### src/rtl/aifd_pkg.sv
// aifd_pkg: shared types and codes of the arm instruction field decoder
`timescale 1ns / 1ps
`default_nettype none

package aifd_pkg;

  localparam int unsigned InWidth   = 64;
  localparam int unsigned OutWidth  = 80;
  localparam int unsigned RecWidth  = 77;

  typedef enum logic [3:0] {
    CLS_BRANCH   = 4'd0,
    CLS_SWI      = 4'd1,
    CLS_BX       = 4'd2,
    CLS_BLX      = 4'd3,
    CLS_BLOCK    = 4'd4,
    CLS_SINGLE   = 4'd5,
    CLS_STATUS   = 4'd6,
    CLS_MULTIPLY = 4'd7,
    CLS_DATAPROC = 4'd8,
    CLS_UNDEF    = 4'd9
  } insn_class_e;

  typedef enum logic [1:0] {
    OPK_IMM     = 2'd0,
    OPK_REG     = 2'd1,
    OPK_REG_IMM = 2'd2,
    OPK_REG_REG = 2'd3
  } operand_kind_e;

  // control flag bit positions
  localparam int unsigned FlLink  = 0;
  localparam int unsigned FlLoad  = 1;
  localparam int unsigned FlWb    = 2;
  localparam int unsigned FlUp    = 3;
  localparam int unsigned FlPre   = 4;
  localparam int unsigned FlByte  = 5;
  localparam int unsigned FlSetf  = 6;
  localparam int unsigned FlSpsr  = 7;

  // instruction group codes, bits 27..25
  localparam logic [2:0] GrpSingleImm = 3'd2;
  localparam logic [2:0] GrpSingleReg = 3'd3;
  localparam logic [2:0] GrpBlock     = 3'd4;
  localparam logic [2:0] GrpBranch    = 3'd5;
  localparam logic [2:0] GrpSwi       = 3'd7;

  // pattern masks and matches
  localparam logic [31:0] BxMask      = 32'h0FF0_00F0;
  localparam logic [31:0] BxMatch     = 32'h0120_0010;
  localparam logic [31:0] BlxMatch    = 32'h0120_0030;
  localparam logic [31:0] StatGrpMask = 32'h0C00_0000;
  localparam logic [31:0] StatMask    = 32'h0190_0000;
  localparam logic [31:0] StatMatch   = 32'h0100_0000;
  localparam logic [31:0] MulMask     = 32'h0F00_00F0;
  localparam logic [31:0] MulMatch    = 32'h0000_0090;

  // data-processing opcodes that drop Rn or Rd
  localparam logic [3:0] OpTst = 4'd8;
  localparam logic [3:0] OpCmn = 4'd11;
  localparam logic [3:0] OpMov = 4'd13;
  localparam logic [3:0] OpMvn = 4'd15;

  // status move sub-opcode, mrs is zero
  localparam logic [3:0] SubMsr = 4'd1;

  typedef struct packed {
    logic [31:0]   decoded_value;
    logic [4:0]    shift_amount;
    logic [1:0]    shift_kind;
    operand_kind_e operand_kind;
    logic [3:0]    shift_reg;
    logic [3:0]    operand_reg;
    logic [3:0]    base_reg;
    logic [3:0]    dest_reg;
    logic [7:0]    control_flags;
    logic [3:0]    sub_opcode;
    logic [3:0]    condition;
    insn_class_e   insn_class;
  } dec_t;

endpackage

`default_nettype wire

### src/rtl/arm_instruction_field_decoder_unit.sv
// arm_instruction_field_decoder_unit: decodes one arm instruction per beat into a field record
`timescale 1ns / 1ps
`default_nettype none

// Takes one 32-bit ARM instruction and its fetch address per input beat and returns
// exactly one decoded record per beat, in order. The beat is captured in an input
// register, decoded by one level of combinational logic (class priority, field
// selection, immediate rotation and the branch-target adder) and held in an output
// register. A beat accepted into the input register is decoded from it and moves on to the
// output register when that register is empty or its result is being taken, so a stalled
// output holds it in the input register; one instruction is accepted every cycle while the
// output side keeps taking results.
// The input stage refills in the same cycle its contents move to the output register,
// so backpressure reaches s_axis_tready_o only when both stages are full.
module arm_instruction_field_decoder_unit
  import aifd_pkg::*;
(
  input  wire logic                clk_i,
  input  wire logic                rst_ni,
  input  wire logic                s_axis_tvalid_i,
  output logic                     s_axis_tready_o,
  // fetch_address[31:0], instruction_word[63:32]
  input  wire logic [InWidth-1:0]  s_axis_tdata_i,
  output logic                     m_axis_tvalid_o,
  input  wire logic                m_axis_tready_i,
  // insn_class[3:0], condition[7:4], sub_opcode[11:8], control_flags[19:12],
  // dest_reg[23:20], base_reg[27:24], operand_reg[31:28], shift_reg[35:32],
  // operand_kind[37:36], shift_kind[39:38], shift_amount[44:40],
  // decoded_value[76:45], zero[79:77]
  output logic [OutWidth-1:0]      m_axis_tdata_o
);

  logic        in_valid_q, in_valid_d;
  logic [31:0] in_addr_q;
  logic [31:0] in_word_q;
  logic        out_valid_q, out_valid_d;
  dec_t        out_q;
  dec_t        dec;
  logic        out_load;
  logic        in_load;

  assign out_load        = !out_valid_q || m_axis_tready_i;
  assign s_axis_tready_o = !in_valid_q || out_load;
  assign in_load         = s_axis_tvalid_i && s_axis_tready_o;

  assign in_valid_d  = in_load ? 1'b1 : (out_load ? 1'b0 : in_valid_q);
  assign out_valid_d = out_load ? in_valid_q : out_valid_q;

  always_ff @(posedge clk_i or negedge rst_ni) begin
    if (!rst_ni) begin
      in_valid_q  <= 1'b0;
      out_valid_q <= 1'b0;
    end else begin
      in_valid_q  <= in_valid_d;
      out_valid_q <= out_valid_d;
    end
  end

  always_ff @(posedge clk_i) begin
    if (in_load) begin
      in_addr_q <= s_axis_tdata_i[31:0];
      in_word_q <= s_axis_tdata_i[63:32];
    end
    if (out_load && in_valid_q) begin
      out_q <= dec;
    end
  end

  // ---------------------------------------------------------------- decode
  logic [2:0]    grp;
  logic [31:0]   rot_imm;
  logic [63:0]   rot_wide;
  logic [4:0]    rot_amt;
  logic [31:0]   br_off;
  logic [31:0]   br_target;
  logic [3:0]    xfer_flags;
  operand_kind_e sr_kind;
  logic [3:0]    dp_op;

  assign grp      = in_word_q[27:25];
  assign rot_amt  = {in_word_q[11:8], 1'b0};
  assign rot_wide = {24'd0, in_word_q[7:0], 24'd0, in_word_q[7:0]} >> rot_amt;
  assign rot_imm  = rot_wide[31:0];
  assign br_off   = {{6{in_word_q[23]}}, in_word_q[23:0], 2'b00};
  assign br_target = in_addr_q + 32'd8 + br_off;
  // load, writeback, up, pre
  assign xfer_flags = {in_word_q[24], in_word_q[23], in_word_q[21], in_word_q[20]};
  assign sr_kind  = (in_word_q[11:7] == 5'd0 && in_word_q[6:5] == 2'd0) ? OPK_REG
                                                                         : OPK_REG_IMM;
  assign dp_op    = in_word_q[24:21];

  always_comb begin
    dec            = '0;
    dec.insn_class = CLS_UNDEF;
    dec.condition  = in_word_q[31:28];

    if (grp == GrpBranch) begin
      dec.insn_class            = CLS_BRANCH;
      dec.control_flags[FlLink] = in_word_q[24];
      dec.decoded_value         = br_target;
    end else if (grp == GrpSwi) begin
      dec.insn_class    = CLS_SWI;
      dec.decoded_value = {8'd0, in_word_q[23:0]};
    end else if ((in_word_q & BxMask) == BxMatch) begin
      dec.insn_class  = CLS_BX;
      dec.operand_reg = in_word_q[3:0];
    end else if ((in_word_q & BxMask) == BlxMatch) begin
      dec.insn_class  = CLS_BLX;
      dec.operand_reg = in_word_q[3:0];
    end else if (grp == GrpBlock) begin
      dec.insn_class                  = CLS_BLOCK;
      dec.sub_opcode                  = {2'b00, in_word_q[24], in_word_q[23]};
      dec.control_flags[FlPre:FlLoad] = xfer_flags;
      dec.base_reg                    = in_word_q[19:16];
      dec.decoded_value               = {16'd0, in_word_q[15:0]};
    end else if (grp == GrpSingleImm || grp == GrpSingleReg) begin
      dec.insn_class                  = CLS_SINGLE;
      dec.control_flags[FlPre:FlLoad] = xfer_flags;
      dec.control_flags[FlByte]       = in_word_q[22];
      dec.dest_reg                    = in_word_q[15:12];
      dec.base_reg                    = in_word_q[19:16];
      if (in_word_q[25]) begin
        dec.operand_reg  = in_word_q[3:0];
        dec.shift_kind   = in_word_q[6:5];
        dec.shift_amount = in_word_q[11:7];
        dec.operand_kind = sr_kind;
      end else begin
        dec.operand_kind  = OPK_IMM;
        dec.decoded_value = {20'd0, in_word_q[11:0]};
      end
    end else if ((in_word_q & StatGrpMask) == 32'd0 && (in_word_q & StatMask) == StatMatch) begin
      dec.insn_class            = CLS_STATUS;
      dec.control_flags[FlSpsr] = in_word_q[22];
      if (in_word_q[21]) begin
        dec.sub_opcode = SubMsr;
      end else begin
        dec.dest_reg   = in_word_q[15:12];
      end
    end else if ((in_word_q & MulMask) == MulMatch) begin
      dec.insn_class            = CLS_MULTIPLY;
      dec.sub_opcode            = {1'b0, in_word_q[23:21]};
      dec.control_flags[FlSetf] = in_word_q[20];
      dec.dest_reg              = in_word_q[19:16];
      dec.base_reg              = in_word_q[15:12];
      dec.operand_reg           = in_word_q[3:0];
      dec.shift_reg             = in_word_q[11:8];
    end else if (!grp[2] && !grp[1]) begin
      dec.insn_class            = CLS_DATAPROC;
      dec.sub_opcode            = dp_op;
      dec.control_flags[FlSetf] = in_word_q[20];
      if (dp_op != OpMov && dp_op != OpMvn) begin
        dec.base_reg = in_word_q[19:16];
      end
      if (dp_op < OpTst || dp_op > OpCmn) begin
        dec.dest_reg = in_word_q[15:12];
      end
    end

    // operand 2 for data processing and msr
    if ((dec.insn_class == CLS_DATAPROC) ||
        (dec.insn_class == CLS_STATUS && in_word_q[21])) begin
      if (in_word_q[25]) begin
        dec.operand_kind  = OPK_IMM;
        dec.decoded_value = rot_imm;
      end else begin
        dec.operand_reg = in_word_q[3:0];
        dec.shift_kind  = in_word_q[6:5];
        if (in_word_q[4]) begin
          dec.operand_kind = OPK_REG_REG;
          dec.shift_reg    = in_word_q[11:8];
        end else begin
          dec.shift_amount = in_word_q[11:7];
          dec.operand_kind = sr_kind;
        end
      end
    end
  end

  assign m_axis_tvalid_o = out_valid_q;
  assign m_axis_tdata_o  = {{(OutWidth - RecWidth){1'b0}}, out_q};

  // ------------------------------------------------------------ assertions
  a_undef_only_cond: assert property (@(posedge clk_i) disable iff (!rst_ni)
    (m_axis_tvalid_o && m_axis_tdata_o[3:0] == CLS_UNDEF) |-> (m_axis_tdata_o[79:8] == '0))
    else $error("undefined instruction carries fields");

  a_regreg_no_amt: assert property (@(posedge clk_i) disable iff (!rst_ni)
    (m_axis_tvalid_o && m_axis_tdata_o[37:36] == OPK_REG_REG) |-> (m_axis_tdata_o[44:40] == '0))
    else $error("register-shifted operand with a shift amount");

  a_branch_flags: assert property (@(posedge clk_i) disable iff (!rst_ni)
    (m_axis_tvalid_o && m_axis_tdata_o[3:0] == CLS_BRANCH) |-> (m_axis_tdata_o[19:13] == '0))
    else $error("branch with flags other than link");

  a_full_stall: assert property (@(posedge clk_i) disable iff (!rst_ni)
    (in_valid_q && out_valid_q && !m_axis_tready_i) |-> !s_axis_tready_o)
    else $error("input accepted while both stages are full");

endmodule

`default_nettype wire

### config.mk
export PLATFORM = sky130hd
export DESIGN_NAME = arm_instruction_field_decoder_unit
export DESIGN_NICKNAME = d
export VERILOG_FILES = /design/src/rtl/aifd_pkg.sv /design/src/rtl/arm_instruction_field_decoder_unit.sv
export SDC_FILE = /design/constraint.sdc
export NUM_CORES = 1
export LEC_CHECK = 0
export BUFFER_PORTS_ARGS = -buffer_cell sky130_fd_sc_hd__buf_2
export CORE_UTILIZATION = 55
export DETAILED_ROUTE_END_ITERATION = 10
export PLACE_DENSITY = 0.79
export SLEW_MARGIN = 20
export SYNTH_ARGS = -nofsm -noshare
export SYNTH_HDL_FRONTEND = slang
export SYNTH_SLANG_ARGS = --single-unit
### constraint.sdc
create_clock -name clk_i -period 3.55 [get_ports clk_i]
set_clock_uncertainty 0.1 [all_clocks]
set_input_delay 0.355 -clock clk_i [delete_from_list [all_inputs] [get_ports clk_i]]
set_output_delay 0.355 -clock clk_i [all_outputs]
set_load 0.02 [all_outputs]
==> metrics.md, run 1 <==
| Metric | Value |
|---|---|
| Status | `finished, final reports clean` |
| Vias | `6090` |
| Remaining global-route overflow | `0` |
| CTS tree | `done` |
| CTS buffer count | `17` |
| Filler instances | `950` |
| HP Class | `in -> reg` |
| H-tree Lvls | `4` |
| Nets | `986` |
| CP delay by family, top | `adder cells` |
| Reg area | `4280 um^2` |
| Slowest-stage cell, CP | `fa_1` |
| Placed Instances | `959` |
| Most frequent cell after synthesis | `edfxtp_1` |
| CP bufs+invs | `2` |
| Initial antenna violation count | `0` |
| P&R area growth vs syn | `28.2%` |
| DRT antenna net count | `0` |
| Fin. Hold Viols | `0` |
| Synth Register Bits | `143` |
| Mapped Area | `7760 um^2` |
| Power Density | `494 nW/um^2` |
| Number of port buffers | `146` |
| Sum Neg Setup Slack | `0 ns` |
| IO Pins | `150` |
| Total die area | `14600 um^2` |
| Clock root cell | `clkbuf_16` |
| Final period util | `0.916` |
| Multi-input gate area | `3320 um^2` |
| Sequential share of the synthesized area | `0.552` |
| Final wirelength | `19700 um` |
| Final setup vio count | `0` |
| Placer Congestion | `0.924` |
| Share of cells above drive strength 1 | `0.254` |
| Later-pin clock latency in the skew report | `0.44 ns` |
| Post-CTS setup buffer count | `0` |
| DP HPWL | `13500 um` |
| 1st-iter DRT viols | `493` |
| Synth unique cells | `75` |
| Post-route insts no fill | `1053` |
| Chip height | `121 um` |
| Post-synth EDFFs | `141` |
| Async set or reset register ratio after synthesis | `0.0140` |
| CP endpoint kind | `flop` |
| Initial core utilization | `0.561` |
| Tot GR Track Use | `0.282` |
| Post-synth top cells | `edfxtp_1, ha_1, nand2_1` |
| Die width | `121 um` |
| Synth area leaders | `edfxtp_1, ha_1, a21oi_1, o21ai_0, nand2_1` |
| CP Cell Sequence | `inv_1 -> ha_1 -> inv_1 -> ha_1 -> fa_1 -> a211oi_2 -> o21ai_0 -> nand4_1 -> nand2_1 -> o221ai_4 -> nor4b_1 -> a31oi_1 -> o21ai_1` |
| Residual DRC | `0` |
| Core Util, Final | `0.720` |
| First-pass GRT wire length | `30500 um` |
| Largest net degree at the start of global routing | `78` |
| Core area | `13800 um^2` |
| Slew @ Worst Pin | `1.01 ns` |
| Pleak | `4.14 nW` |
| Commonest register cell after synthesis | `edfxtp_1` |
| RSZ-0062 raised after global routing | `false` |
| Synth top area share | `0.545` |
| Worst rel slew slack | `0.325` |
| Clock tree sinks | `143` |
| Vias per cell | `5.78` |
| Max_cap viols | `0` |
| ANT cells | `0` |
| Final Critical Period | `3.25 ns` |
| Warnings, synthesis | `0` |
| Routed WL per cell | `18.7 um` |
| Max Clk Rate | `0.308 GHz` |
| 1st-pass router iterations | `7` |
| Slew Viols, Final | `0` |
| Worst setup SP type | `flop` |
| CP arrival | `3.45 ns` |
| Vias in the first global route | `5838` |
| Maximum vdd drop | `0.300 mV` |
| Rows | `43` |
| Worst-path clk slew | `0.07 ns` |
| Worst-case clock buffer depth | `2` |
| Synth area leader | `edfxtp_1` |
| CP Class | `reg -> reg` |
| CP required | `3.75 ns` |
| CP max FO | `4` |
| Synth Area per Inst | `12.0 um^2` |
| Total power draw | `4.92 mW` |
| Slowest stage delay, CP | `0.44 ns` |
| Post-Syn Instances | `645` |
[layer usage]
metal / up-vias / share of wire / track usage
li1: 2894 / - / -
met1: 2850 / 0.42 / 0.368
met2: 298 / 0.48 / 0.457
met3: 48 / 0.073 / 0.0538
met4: 0 / 0.030 / 0.130
met5: - / 0 / 0
[cells in the final DEF, fill, tap and decap left out, types with 13 or more instances in the layout]
cell,instances
a21oi_1,41
inv_1,18
dlygate4sd3_1,62
nor2b_1,15
buf_4,13
edfxtp_1,141
buf_2,146
ha_1,57
and2_1,19
o21ai_0,40
nor2_1,42
clkbuf_16,17
nand2_1,45
[worst register-to-register path: stages (launching register included)]
cell	delay, ns
edfxtp_1	0.40
inv_1	0.11
ha_1	0.28
inv_1	0.04
ha_1	0.24
fa_1	0.44
a211oi_2	0.23
o21ai_0	0.20
nand4_1	0.18
nand2_1	0.17
o221ai_4	0.24
nor4b_1	0.29
a31oi_1	0.07
o21ai_1	0.13
[cells by family after synthesis]
logic type                 synth area share
other                              0.000483
and+or+nand+nor                       0.131
DFF                                   0.552
muxes                                0.0161
adders and majority gates            0.0944
buffers and inverters                0.0247
xor gates and xnor gates             0.0237
AOI/OAI and AO/OA                     0.158
[through the flow]
step	worst slack [ns]	hold slack (ns)	instance area [um^2]
global route	0.113	0.0149	9950
floorplan	0.631	-0.0406	7770
CTS	0.166	0.00479	9930
global placement	0.266	0.0387	8700
finish	0.300	0.0228	9950
detailed placement	0.227	0.0422	8700
[registers in the layout, summed over array words and instances (netlist names)]
name and cells:
m_axis_tdata_o 77, in_addr_q 32, in_word_q 32, in_valid_q 1, m_axis_tvalid_o 1
[path summary, 6_finish.rpt]
kind	cells after the start	endpoint	slack (ns)	start
worst min register to register	0	m_axis_tdata_o[7]$_DFFE_PP_	0.32	in_word_q[31]$_DFFE_PP_
min in group asynchronous	2	in_valid_q$_DFFE_PN0P_	0.13	rst_ni
max in group asynchronous	2	m_axis_tvalid_o$_DFFE_PN0P_	3.12	rst_ni
worst max register to register	13	m_axis_tdata_o[74]$_DFFE_PP_	0.30	in_word_q[1]$_DFFE_PP_
worst min-delay path	1	in_word_q[26]$_DFFE_PP_	0.02	s_axis_tdata_i[58]
worst max-delay path	13	m_axis_tdata_o[74]$_DFFE_PP_	0.30	in_word_q[1]$_DFFE_PP_
[cell type report]
| cell class | instances | area share |
|---|---|---|
| sequential | 143 | 0.431 |
| multi-input combinational | 459 | 0.334 |
| timing repair buffer | 221 | 0.146 |
| clock buffer | 17 | 0.0428 |
| tap | 180 | 0.0226 |
| clock inverter | 15 | 0.0177 |
| inverter | 18 | 0.00679 |
[report_power, final]
group          internal, mW  total [mW]  leakage [nW]  switching [mW]
sequential             2.02        2.09          1.40          0.0651
combinational         0.399        1.01          2.45           0.608
clock                  1.06        1.83         0.289           0.769
[repair_timing]
action / 4_1_cts / 5_1_grt
endpoints found under the hold margin: 63 / 0
resized for setup: 0 / 3
setup endpoints to repair: 0 / 2
hold buffers: 62 / 0
No activity file was read; power rests on OpenSTA's default activity.
==> inputs of run 2 (changes only) <==
--- a/config.mk
+++ b/config.mk
@@ -6,9 +6,11 @@
 export NUM_CORES = 1
 export LEC_CHECK = 0
 export BUFFER_PORTS_ARGS = -buffer_cell sky130_fd_sc_hd__buf_2
+export CORE_ASPECT_RATIO = 0.5
 export CORE_UTILIZATION = 55
 export DETAILED_ROUTE_END_ITERATION = 10
 export PLACE_DENSITY = 0.79
+export SETUP_SLACK_MARGIN = 0.15
 export SLEW_MARGIN = 20
 export SYNTH_ARGS = -nofsm -noshare
 export SYNTH_HDL_FRONTEND = slang
==> constraint.sdc (replaced) <==
create_clock -name clk_i -period 3.9 [get_ports clk_i]
set_clock_uncertainty 0.1 [all_clocks]
set_input_delay 0.39 -clock clk_i [delete_from_list [all_inputs] [get_ports clk_i]]
set_output_delay 0.39 -clock clk_i [all_outputs]
set_load 0.02 [all_outputs]
==> run 2 against run 1 <==
Setup slack improved by 0.067 ns; sequential share of layout area up 3.0 points; core utilization is 3.9 points lower; final cell count is 4.6% lower; worst hold slack better by 0.017 ns; die area up 0.19%; clock-buffer cell count unchanged; critical path type unchanged; largest cell class unchanged.
==> metrics.md, run 2 (same netlist as run 1, synthesis figures left out) <==
| Metric | Value |
|---|---|
| Worst-path clk slew | `0.06 ns (about the same)` |
| Initial core utilization | `0.568 (+0.00674)` |
| Chip height | `86.0 um (-29%)` |
| Combinational share of power | `0.204 (about the same)` |
| DRT antenna net count | `0 (unchanged)` |
| CP required | `3.96 ns (+0.21 ns)` |
| Metal3 WL | `2140 um (+49%)` |
| Slew @ Worst Pin | `1.01 ns (-0.000978 ns)` |
| Most common cell after layout, fill and taps aside | `buf_2` |
| Routed WL per cell | `19.3 um (+3.2%)` |
| Flop2flop setup slack | `0.37 ns (+0.07 ns)` |
| Worst Hold Launch | `s_axis_tdata_i[24]` |
| Share of cells above drive strength 1 | `0.273 (+0.0188)` |
| CTS buffer count | `17 (unchanged)` |
| Met1 wire length | `8450 um (+2.1%)` |
| Filler instances | `1040 (+9.5%)` |
| 1st-pass router iterations | `5 (-2)` |
| Sw Ratio | `0.304 (+0.0113)` |
| Hold Path Cell Cnt | `1 (unchanged)` |
| Vias per cell | `5.97 (+3.2%)` |
| Clock root cell | `clkbuf_16` |
| Reg area | `4280 um^2 (unchanged)` |
| Residual DRC | `0 (unchanged)` |
| 1st-iter DRT viols | `644 (+31%)` |
| Min-Delay Endpoint | `in_addr_q[24]$_DFFE_PP_` |
| Worst-case clock buffer depth | `2 (unchanged)` |
| Rows | `30 (-30%)` |
| Total die area | `14600 um^2 (+0.19%)` |
| Later-pin clock latency in the skew report | `0.42 ns (-0.02 ns)` |
| Final Critical Period | `3.53 ns (+0.283 ns)` |
| Number of port buffers | `146 (unchanged)` |
| Worst r2r dst | `m_axis_tdata_o[74]$_DFFE_PP_` |
| First-pass GRT wire length | `29700 um (-2.4%)` |
| IO Pins | `150 (unchanged)` |
| Final wirelength | `19400 um (-1.5%)` |
| Largest net degree at the start of global routing | `65 (-17%)` |
| Max reg flops | `77 (unchanged)` |
| Core area | `13700 um^2 (-1.2%)` |
| Nets | `926 (-6.1%)` |
| Final setup vio count | `0 (unchanged)` |
| Vias in the first global route | `5623 (-3.7%)` |
| Status | `finished, final reports clean` |
| Uppermost routed layer | `met5` |
| CP endpoint kind | `flop` |
| Reg power frac | `0.441 (+0.017)` |
| Initial antenna violation count | `0 (unchanged)` |
| RSZ-0062 raised after global routing | `false` |
| Max_cap viols | `0 (unchanged)` |
| Reg2reg start | `in_word_q[1]$_DFFE_PP_` |
| Met2 wire length | `8390 um (-10%)` |
| Maximum vdd drop | `0.269 mV (-10%)` |
| Fin. Hold Viols | `0 (unchanged)` |
| Clock tree sinks | `143 (unchanged)` |
| Post-CTS setup buffer count | `0 (unchanged)` |
| Vias | `6001 (-1.5%)` |
| Remaining global-route overflow | `0 (unchanged)` |
| ANT cells | `0 (unchanged)` |
| Tot GR Track Use | `0.273 (-0.00942)` |
| CTS tree | `done` |
| Cell-internal power | `3.00 mW (-14%)` |
| CP arrival | `3.59 ns (+0.14 ns)` |
| NetSw | `1.31 mW (-9.0%)` |
| Max Clk Rate | `0.283 GHz (-8.0%)` |
| H-tree Lvls | `4 (unchanged)` |
| Pleak | `3.86 nW (-6.7%)` |
| Placer Congestion | `0.924 (about the same)` |
| Final period util | `0.906 (-0.00972)` |
| Total power draw | `4.31 mW (-12%)` |
| HP Class | `in -> reg` |
| Sum Neg Setup Slack | `0 ns (unchanged)` |
| Worst setup SP type | `flop` |
| Multi-input gate area | `3310 um^2 (-0.30%)` |
| Critical Path Start | `in_word_q[1]$_DFFE_PP_` |
| Clock Power Share | `0.355 (-0.016)` |
| DP HPWL | `13900 um (+3.0%)` |
| Slew Viols, Final | `0 (unchanged)` |
| Power Density | `463 nW/um^2 (-6.3%)` |
| Worst rel slew slack | `0.318 (-0.00648)` |
| Most frequent cells in the layout | `buf_2, edfxtp_1, ha_1` |
| R2R cell count | `13 (unchanged)` |
| Die width | `170 um (+41%)` |
| CP max FO | `4 (unchanged)` |
| P&R area growth vs syn | `19.8%` |
| CP Class | `reg -> reg` |
## run 2: repair_timing
item                       in CTS  in global routing
hold buffers                    1                  0
hold endpoints to repair        2                  0
setup endpoints to repair       0                  2
resized for setup               0                  2
## run 2: worst max-delay path by stage
stage and endpoint:
2_1_floorplan m_axis_tdata_o[76]$_DFFE_PP_, 5_1_grt m_axis_tdata_o[76]$_DFFE_PP_, 6_report m_axis_tdata_o[74]$_DFFE_PP_, 3_5_place_dp m_axis_tdata_o[74]$_DFFE_PP_
4_1_cts m_axis_tdata_o[74]$_DFFE_PP_, 3_3_place_gp m_axis_tdata_o[76]$_DFFE_PP_
## run 2: power by group through the flow
stage          registers, mW  clock network [mW]  logic, mW
3_3_place_gp            1.93                   0      0.833
5_1_grt                 1.91                1.60      0.955
2_1_floorplan           2.01                   0      0.506
4_1_cts                 1.90                1.54      0.863
6_report                1.90                1.53      0.881
3_5_place_dp            1.93                   0      0.854
## run 2: critical path, stage by stage, from the launching register on
cell and delay (ns):
edfxtp_1 0.40, inv_1 0.10, ha_1 0.28, inv_1 0.04, ha_1 0.25, fa_1 0.44, a211oi_1 0.33, o21ai_0 0.27
nand4_1 0.20, nand2_1 0.17, o221ai_2 0.32, nand2b_1 0.10, a31oi_1 0.19, o21ai_1 0.08
## run 2: cell type report
cell class,instances,area share
Timing Repair Buffer,161,0.0909
Clock inverter,15,0.0137
Clock buffer,17,0.0457
Multi-Input combinational cell,459,0.356
Tap cell,192,0.0258
Sequential cell,143,0.461
Inverter,18,0.00726
## run 2: metal layers
| layer | global-route usage | vias to the layer above |
|---|---|---|
| met5 | 0.0468 | - |
| met4 | 0.0778 | 2 |
| met3 | 0.0628 | 29 |
| met2 | 0.411 | 357 |
| met1 | 0.391 | 2839 |
| li1 | - | 2774 |
## run 2: per-stage QoR
stage	setup WS [ns]	util	cell area [um^2]	std cells	hold WS (ns)
after floorplan	0.981	-	7770	647	-0.00559
after global placement	0.584	0.639	8730	972	0.0751
after detailed placement	0.478	0.639	8730	972	0.0760
after CTS	0.353	0.680	9290	1005	0.0344
after global routing	0.163	0.681	9300	1005	0.0355
final	0.367	0.681	9300	1005	0.0401
